<file path="src/rbc_pkg.sv">
// Shared types, constants and helpers for the ray budget controller.
`timescale 1ns / 1ps

package rbc_pkg;

    // Operation codes carried on the input tuser
    typedef enum logic [2:0] {
        OP_BEGIN  = 3'd0,
        OP_END    = 3'd1,
        OP_QUERY  = 3'd2,
        OP_SPEND  = 3'd3,
        OP_BORROW = 3'd4,
        OP_SET    = 3'd5
    } t_op;

    localparam logic [23:0] BUDGET_RESET = 24'd4000000;
    localparam logic [24:0] BUDGET_MIN   = 25'd500000;
    localparam logic [24:0] BUDGET_MAX   = 25'd16000000;
    localparam logic [19:0] TARGET_RESET = 20'd16667;

    // floor(x / 5) == (x * DIV5_RECIP) >> 34 for every 32-bit x
    localparam logic [31:0] DIV5_RECIP = 32'hCCCC_CCCD;
    localparam int          DIV5_SHIFT = 34;

    localparam int IN_DATA_W  = 72;
    localparam int OUT_DATA_W = 128;

    // Request held in the input register; time thresholds already resolved
    typedef struct packed {
        t_op         op;
        logic [23:0] ray_count;
        logic [23:0] new_budget;
        logic        slow;
        logic        fast;
    } t_req;

    // Result fields, state after the request
    typedef struct packed {
        logic        may_trace;
        logic [23:0] budget_now;
        logic [31:0] rays_spent;
        logic [31:0] debt_now;
        logic [31:0] frame_count;
    } t_rsp;

    // Add with saturation at the 32-bit ceiling
    function automatic logic [31:0] sat_add32(input logic [31:0] a, input logic [23:0] b);
        logic [32:0] sum;
        sum = {1'b0, a} + {9'd0, b};
        return sum[32] ? 32'hFFFF_FFFF : sum[31:0];
    endfunction

endpackage

</file>
<file path="src/rbc_in_stage.sv">
// Input register of the ray budget controller with frame time threshold compare.
`timescale 1ns / 1ps

module rbc_in_stage
    import rbc_pkg::*;
(
    input  logic                 i_clk,
    input  logic                 i_rst_n,
    input  logic                 i_cfg_wr_en,
    input  logic [19:0]          i_cfg_wr_data,
    input  logic                 i_valid,
    output logic                 o_ready,
    input  logic [2:0]           i_op,
    input  logic [IN_DATA_W-1:0] i_data,
    input  logic                 i_adv,
    output logic                 o_req_valid,
    output t_req                 o_req
);

    logic [19:0] r_target;
    logic        r_valid;
    t_req        r_req;
    t_req        n_req;
    logic [23:0] ftime_x10;
    logic [23:0] tgt_x11;
    logic [23:0] tgt_x8;
    logic [19:0] ftime;

    // Hold the target register
    always_ff @(posedge i_clk) begin
        if (!i_rst_n) begin
            r_target <= TARGET_RESET;
        end else if (i_cfg_wr_en) begin
            r_target <= i_cfg_wr_data;
        end
    end

    // Resolve the slow and fast thresholds before the request is stored
    always_comb begin
        ftime     = i_data[43:24];
        ftime_x10 = ({4'd0, ftime} << 3) + ({4'd0, ftime} << 1);
        tgt_x11   = ({4'd0, r_target} << 3) + ({4'd0, r_target} << 1) + {4'd0, r_target};
        tgt_x8    = {4'd0, r_target} << 3;
        n_req.op         = t_op'(i_op);
        n_req.ray_count  = i_data[23:0];
        n_req.new_budget = i_data[67:44];
        n_req.slow       = ftime_x10 > tgt_x11;
        n_req.fast       = ftime_x10 < tgt_x8;
    end

    assign o_ready = !r_valid || i_adv;

    // Take a new request whenever the register is empty or the stored one moves on
    always_ff @(posedge i_clk) begin
        if (!i_rst_n) begin
            r_valid <= 1'b0;
        end else if (o_ready) begin
            r_valid <= i_valid;
        end
    end

    always_ff @(posedge i_clk) begin
        if (o_ready && i_valid) begin
            r_req <= n_req;
        end
    end

    assign o_req_valid = r_valid;
    assign o_req       = r_req;

endmodule

</file>
<file path="config.mk">
export PLATFORM = sky130hd
export DESIGN_NAME = rbc_in_stage
export DESIGN_NICKNAME = d
export VERILOG_FILES = /design/src/rbc_pkg.sv /design/src/rbc_in_stage.sv
export SDC_FILE = /design/constraint.sdc
export NUM_CORES = 1
export LEC_CHECK = 0
export ABC_AREA = 0
export BUFFER_PORTS_ARGS = -buffer_cell sky130_fd_sc_hd__buf_4
export CAP_MARGIN = 0
export CELL_PAD_IN_SITES_DETAIL_PLACEMENT = 1
export CELL_PAD_IN_SITES_GLOBAL_PLACEMENT = 2
export CORE_AREA = 2 2 120 169
export CTS_CLUSTER_SIZE = 12
export DETAILED_ROUTE_END_ITERATION = 12
export DIE_AREA = 0 0 122 171
export PLACE_DENSITY_LB_ADDON = 0.1
export SYNTH_ARGS = -nofsm -noshare
export SYNTH_HDL_FRONTEND = slang
export SYNTH_SLANG_ARGS = --single-unit
</file>
<file path="constraint.sdc">
create_clock -name i_clk -period 4.61 [get_ports i_clk]
set_input_delay 1.1525 -clock i_clk [delete_from_list [all_inputs] [get_ports i_clk]]
set_output_delay 1.1525 -clock i_clk [all_outputs]
set_load 0.02 [all_outputs]
</file>
After elaboration in Yosys (flattened, before gate mapping)
Cells that the tools add are included.
{ "op_classes": {"reduce_logical": 3, "order_cmp": 2, "addsub": 3} }
{ "op_table": {"columns": ["operator", "count"], "rows": [
  ["adder 23 x 21 -> 24 bit", 2],
  ["adder 24 x 20 -> 24 bit", 1],
  ["> comparator 24 bit", 1],
  ["< comparator 24 x 23 -> 1 bit", 1],
  ["logical AND 1 bit", 1],
  ["logical NOT 1 bit", 1],
  ["logical OR 1 bit", 1]
]} }
{ "word_totals": {"wordCells": 15, "input_bits": 100, "ff_bits": 74} }

Longest topological paths before layout
Gate-level depths: netlist of run 1.
{ "logic_depth": {"depth_word": 3, "mapped_depth": 17} }

Worst setup path before layout of run 1
OpenSTA, ideal clock, no wires.
{ "synth_path": {"path_kind": "input to register", "start": "input port i_data[24]", "end": "register r_req (netlist bit o_req[0]), data pin", "path_stages": 16, "arrival_time_ns": 4.016, "slack_ns": 0.338, "setup_ns": 0.256, "cell_sequence": "ha_1 inv_1 fa_1 nand2b_1 a21oi_1 o21ai_0 o2bb2ai_1 or4b_2 o211ai_1 ha_1 a21oi_1 o21ai_0 a2111oi_0 or3_1 a211o_1 o211a_1"} }
{ "synth_rtl": {"columns": ["element", "line", "text"], "rows": [
  ["from (decl)", "rbc_in_stage.sv:14", "input logic [IN_DATA_W-1:0] i_data,"],
  ["to (signal assigned)", "rbc_in_stage.sv:64", "r_req <= n_req;"],
  ["to (decl)", "rbc_in_stage.sv:22", "t_req r_req;"]
]} }

==> metrics.md, run 1 <==
| Metric | Value |
|---|---|
| Critical Path Fanout Max | `3` |
| Layout cell share with drive strength beyond 1 | `34.69%` |
| Max Clk Rate | `226.7 MHz` |
| Slew @ Worst Pin | `0.6227 ns` |
| CTS buffer count | `9` |
| Final instance area | `8149 µm²` |
| Routability cong. | `0.8334` |
| Gr ovfl total | `0` |
| Syn Std Cell Area | `5710 µm²` |
| Worst IR Drop VDD | `0.0001902 V` |
| Post-synth EDFFs | `53` |
| Rel. slew slack | `58.49%` |
| Ys flop type | `edfxtp_1` |
| Die area | `20860 µm²` |
| Avg Inst Size Synth | `10.31 µm²` |
| Lkg Pwr | `0.003761 µW` |
| Internal power | `1875 µW` |
| Final Skew | `0.01055 ns` |
| Ys async rst share | `0%` |
| CTS Buffer Depth | `2` |
| Hold path cells | `2` |
| Total Power | `2814 µW` |
| Flops & latches, synth | `74` |
| # DRC | `0` |
| Sequential cell area | `2017 µm²` |
| Required time worst endpoint | `4.71 ns` |
| Mapped Nets | `755` |
| Clk pin slew, worst setup/hold paths | `0.07 ns` |
| Footprint of the multi-input gates | `3588 µm²` |
| Cells after synthesis | `554` |
| Die width | `122 µm` |
| Most common cell after layout, fill and taps aside | `buf_4` |
| # fillers | `2251` |
| Post-route ant nets | `0` |
| Routed length per instance | `16.53 µm` |
| IO buf count | `150` |
| Final WL | `17180 µm` |
| Status | `complete, no violations` |
| Vias per cell | `4.908` |
| Worst R2R Path Depth | `16` |
| Core area | `19460 µm²` |
| Unique masters post-synth | `50` |
| Layout area overhead | `42.70%` |
| Pwr Density | `345.3 nW/µm²` |
| Global Route Usage Sum | `16.29%` |
| Worst Setup Path Type | `input pin to flop` |
| Worst EP arrival | `4.51 ns` |
| CP Launch Type | `input pin` |
| Final #Nets | `983` |
| Final hold viol count | `0` |
| Initial Utilization | `29.34%` |
| Clock Power Share | `29.1%` |
| Antenna cells | `0` |
| Routed vias | `5099` |
| Initial DRC count | `222` |
| Die height | `171 µm` |
| # setup viols final | `0` |
| Maxcap violations | `0` |
| RSZ-0062 raised after global routing | `yes` |
| HPWL after detailed placement | `14290 µm` |
| Root buffer cell | `clkbuf_16` |
| Period minus WS final | `4.411 ns` |
| Register area share after synthesis | `35.23%` |
| Most frequent cells in the layout | `233 x buf_4, 82 x ha_1, 53 x edfxtp_1` |
| Row count | `61` |
| Vias in the first global route | `5433` |
| Depth of the CTS H-tree | `3` |
| Sw Share | `33.37%` |
| Clock Latency Late Sink | `0.34 ns` |
| First-pass GRT wire length | `26770 µm` |
| Hold WC Path Type | `flop to flop` |
| Sink Count | `74` |
| Slew Viols, Final | `0` |
| Largest net degree at the start of global routing | `28` |
| CTS tree | `done` |
| Final period util | `95.68%` |
| Ports | `155` |
| Layout Utilization | `41.87%` |
| Cts hold-fix bufs | `0` |
| Synth warn | `0` |
| Seq pwr share | `28.0%` |
| Switching power | `938.9 µW` |
| Drt pass-1 iters | `4` |
| Placed Area | `7716 µm²` |
| Initial antenna violation count | `0` |
| Combinational Power Share | `42.9%` |
| Critical Path Sink Type | `flop` |
| Postcts setup bufs | `0` |
state kept, by name (all words and copies together), names as in the netlist:
name / flops
o_req_valid: 1
o_req: 53
r_target: 20
power groups by stage:
| stage | Sequential [µW] | Clock (µW) | Combinational (µW) |
|---|---|---|---|
| after CTS | 789 | 843 | 1210 |
| after global routing | 793 | 864 | 1360 |
| after global placement | 801 | 0 | 1140 |
| after floorplan | 840 | 0 | 671 |
| final | 788 | 820 | 1210 |
| after detailed placement | 803 | 0 | 1180 |
cells in the mapped netlist, drive strengths merged, types with 6 or more instances:
library cell  number  share of area (%)
o21ai             27                2.4
fa                19                6.7
and3               6               0.66
xor2              15                2.3
a31oi              8               0.88
nor2b             19                2.1
dfxtp             21                7.4
o211ai            19                2.5
mux2i             14                2.5
nand2b             8               0.88
nand4             15                1.6
clkbuf            16                1.1
inv               36                2.4
xnor2             18                2.8
a211oi             7               0.92
a21o              17                2.2
a211o              6               0.92
edfxtp            53                 28
a21oi             39                3.4
nand2             30                2.0
nor2              28                1.8
ha                82                 18
repair_timing:
action	in CTS	in global routing
endpoints found under the setup margin	1	2
resized for setup	7	16
pin swaps	0	8
worst max-delay path, stage by stage:
cell and delay (ns):
buf_4 0.12, ha_1 0.23, inv_1 0.08, fa_1 0.19, nand2b_1 0.15, a21oi_2 0.07, buf_4 0.14, o21ai_0 0.18
o2bb2ai_1 0.18, or4b_2 0.61, o211ai_1 0.15, ha_1 0.19, a21oi_1 0.08, o21ai_2 0.19, a2111oi_2 0.07, or3_1 0.38
a211o_1 0.26, o211a_1 0.10
worst paths after layout:
check	startpoint	end	slack [ns]
worst max register to register	r_target[7]$_SDFFE_PN0P_	o_req[1]$_DFFE_PP_	0.24
worst min register to register	r_target[5]$_SDFFE_PN0P_	r_target[5]$_SDFFE_PN0P_	0.54
worst min-delay path	r_target[5]$_SDFFE_PN0P_	r_target[5]$_SDFFE_PN0P_	0.54
worst max-delay path	i_data[24]	o_req[0]$_DFFE_PP_	0.20
final cells by class:
type,count,area share (%)
inverters,36,1.658
clock inverters,6,1.413
well taps,252,3.869
repair buffers,233,21.46
multi-input cells,428,44.03
clock buffers,10,2.810
flip-flops and latches,74,24.75
layer usage:
layer	vias to the layer above	track usage (%)	share of wire, %
li1	2520	-	-
met5	-	0	0
met3	21	2.767	4.1
met4	0	5.497	2.3
met1	2460	17.35	38
met2	98	31.72	56
cells by family after synthesis:
group	synth area share, %
AOI/OAI and AO/OA	17.33
adders and majority gates	24.63
muxes	2.651
DFF	35.23
and+or+nand+nor	11.68
buffers and inverters	3.418
xor gates and xnor gates	5.061
per-stage QoR:
step                std cells  hold WS, ns  TNS (ns)  worst slack (ns)
floorplan                 554       0.5469         0            0.3380
global placement         1023       0.5151   -0.4318           -0.2321
detailed placement       1023       0.5510   -0.6669           -0.3974
CTS                      1039       0.5606         0           0.02096
global route             1039       0.5872  -0.04164          -0.03020
finish                   1039       0.5445         0            0.1993
Note: power is estimated with default switching activity, not from simulation.
==> inputs of run 2 (changes only) <==
- CORE_AREA: 2 2 120 169 -> 3 3 121 170
- CTS_CLUSTER_SIZE: 12 -> default
- DIE_AREA: 0 0 122 171 -> 0 0 124 173
==> run 2 against run 1 <==
Against the previous run:
- worst hold slack worse by 0.0020 ns
- critical path type unchanged
- sequential share of layout area hardly changed
- register-to-register slack barely moved
- utilization increased by 0.47 points
- combinational power is essentially flat
- largest power group unchanged
- flip-flop and latch count unchanged
- cell count hardly changed
- non-clock buffer count grew 3
- critical endpoint unchanged
==> metrics.md, run 2 (same netlist as run 1, synthesis figures left out) <==
| Metric | Value |
|---|---|
| Status | `complete, no violations` |
| Initial antenna violation count | `0` |
| Final WL | `17690 µm` |
| Pwr Density | `336.8 nW/µm²` |
| Die area | `21450 µm²` |
| # setup viols final | `0` |
| Routed vias | `5144` |
| Sw Share | `35.08%` |
| CTS Buffer Depth | `2` |
| Die width | `124 µm` |
| Final Skew | `0.01153 ns` |
| Row count | `60` |
| Switching power | `961.4 µW` |
| Max Clk Rate | `227.8 MHz` |
| Initial Utilization | `29.71%` |
| Clock Power Share | `27.1%` |
| Die height | `173 µm` |
| DP Cell Count | `1021` |
| Layout area overhead | `42.48%` |
| Seq pwr share | `28.7%` |
| Routed length per instance | `17.04 µm` |
| Vias per cell | `4.956` |
| First-pass GRT wire length | `28260 µm` |
| Routability cong. | `0.8608` |
| Period minus WS final | `4.390 ns` |
| Drt pass-1 iters | `4` |
| Lkg Pwr | `0.003761 µW` |
| Required time worst endpoint | `4.71 ns` |
| Depth of the CTS H-tree | `3` |
| Most frequent cells in the layout | `236 x buf_4, 81 x ha_1, 53 x edfxtp_1` |
| Critical Path Fanout Max | `3` |
| Gr ovfl total | `0` |
| Clock Latency Late Sink | `0.34 ns` |
| Worst IR Drop VDD | `0.0001638 V` |
| Combinational Power Share | `44.2%` |
| CTS buffer count | `9` |
| Global Route Usage Sum | `16.60%` |
| Layout cell share with drive strength beyond 1 | `34.81%` |
| Antenna cells | `0` |
| HPWL after detailed placement | `14690 µm` |
| Ports | `155` |
| Post-route ant nets | `0` |
| Vias in the first global route | `5608` |
| Number of flip-flops in the largest register | `53` |
| Sink Count | `74` |
| Final Non-Filler Cells | `1038` |
| Critical Path Sink Type | `flop` |
| Cts hold-fix bufs | `0` |
| # fillers | `2222` |
| Hold WC Path Type | `flop to flop` |
| Largest net degree at the start of global routing | `36` |
| Final period util | `95.22%` |
| Initial DRC count | `183` |
| Final #Nets | `986` |
| Maxcap violations | `0` |
| Worst EP arrival | `4.49 ns` |
| Setup WS post-layout | `0.2204 ns` |
| Core area | `19220 µm²` |
| Worst Setup Path Type | `input pin to flop` |
| Rel. slew slack | `43.30%` |
| Most common cell after layout, fill and taps aside | `buf_4` |
| # DRC | `0` |
| Min Hold Slack | `0.5425 ns` |
| Slew Viols, Final | `0` |
| CTS tree | `done` |
| Place WS | `-0.3066 ns` |
| IO buf count | `150` |
| Root buffer cell | `clkbuf_16` |
| Final hold viol count | `0` |
| CP Launch Type | `input pin` |
| Slew @ Worst Pin | `0.8505 ns` |
| Clk pin slew, worst setup/hold paths | `0.07 ns` |
| Internal power | `1779 µW` |
[run 2: cell types whose count changed in the layout (fill, tap and decap cells not counted), sizes merged]
cell / previous run / this run
inv: 37 / 40
clkbuf: 10 / 9
buf: 233 / 236
bufinv: 3 / 1
[run 2: area by class of cell]
type | count | area (µm²) | share of cell area (%)
clock inverter | 7 | 83.83 | 1.030
inverter | 36 | 135.1 | 1.661
sequential | 74 | 2014 | 24.76
timing repair buffer | 236 | 1772 | 21.77
multi-input combinational | 428 | 3596 | 44.20
tap | 248 | 310.3 | 3.814
clock buffer | 9 | 225.2 | 2.768
[run 2: metal layers]
metal | global-route usage [%] | share of wire (%) | wire length (µm) | vias to the layer above
met5 | 0 | 0 | 0 | -
met4 | 5.208 | 2.4 | 423 | 0
met3 | 2.454 | 4.1 | 718 | 22
met2 | 31.93 | 56 | 9966 | 102
met1 | 18.05 | 37 | 6576 | 2500
li1 | - | - | - | 2520
[run 2: worst max-delay path: stages]
cell	delay (ns)
buf_4	0.12
ha_1	0.23
inv_1	0.08
fa_1	0.19
nand2b_4	0.14
a21oi_2	0.06
buf_4	0.14
o21ai_1	0.14
o2bb2ai_1	0.16
or4b_2	0.60
o211ai_1	0.15
ha_1	0.20
a21oi_1	0.08
o21ai_2	0.18
buf_4	0.14
a41oi_1	0.03
or3_1	0.33
a211o_1	0.27
o211a_1	0.10
[run 2: stage by stage]
stage | power (µW) | instance area [µm²] | util, % | setup TNS [ns]
3_3_place_gp | 1944 | 7726 | 40.20 | -0.4680
3_5_place_dp | 1991 | 7726 | 40.20 | -0.5955
5_1_grt | 2951 | 8137 | 42.34 | -0.01870
6_report | 2741 | 8137 | 42.34 | 0
2_1_floorplan | 1511 | 5710 | - | 0
4_1_cts | 2752 | 8046 | 41.87 | 0
[run 2: repair_timing]
item                                   CTS  global route
pin swaps                                0             7
setup endpoints to repair                1             2
resized for setup                        3            19
endpoints found under the hold margin    0             0
setup buffers                            0             1
[run 2: power by group through the flow]
| stage | Clock, µW | Sequential, µW | Combinational, µW |
|---|---|---|---|
| 6_report | 741 | 787 | 1210 |
| 4_1_cts | 763 | 788 | 1200 |
| 3_3_place_gp | 0 | 800 | 1140 |
| 2_1_floorplan | 0 | 840 | 671 |
| 3_5_place_dp | 0 | 802 | 1190 |
| 5_1_grt | 789 | 792 | 1370 |
[run 2: worst paths after layout]
path	cells past startpoint	to	from	slack [ns]
max reg2reg	16	o_req[1]$_DFFE_PP_	r_target[7]$_SDFFE_PN0P_	0.24
max	19	o_req[0]$_DFFE_PP_	i_data[24]	0.22
min	2	o_req_valid$_SDFFE_PN0N_	o_req_valid$_SDFFE_PN0N_	0.54
min reg2reg	2	o_req_valid$_SDFFE_PN0N_	o_req_valid$_SDFFE_PN0N_	0.54
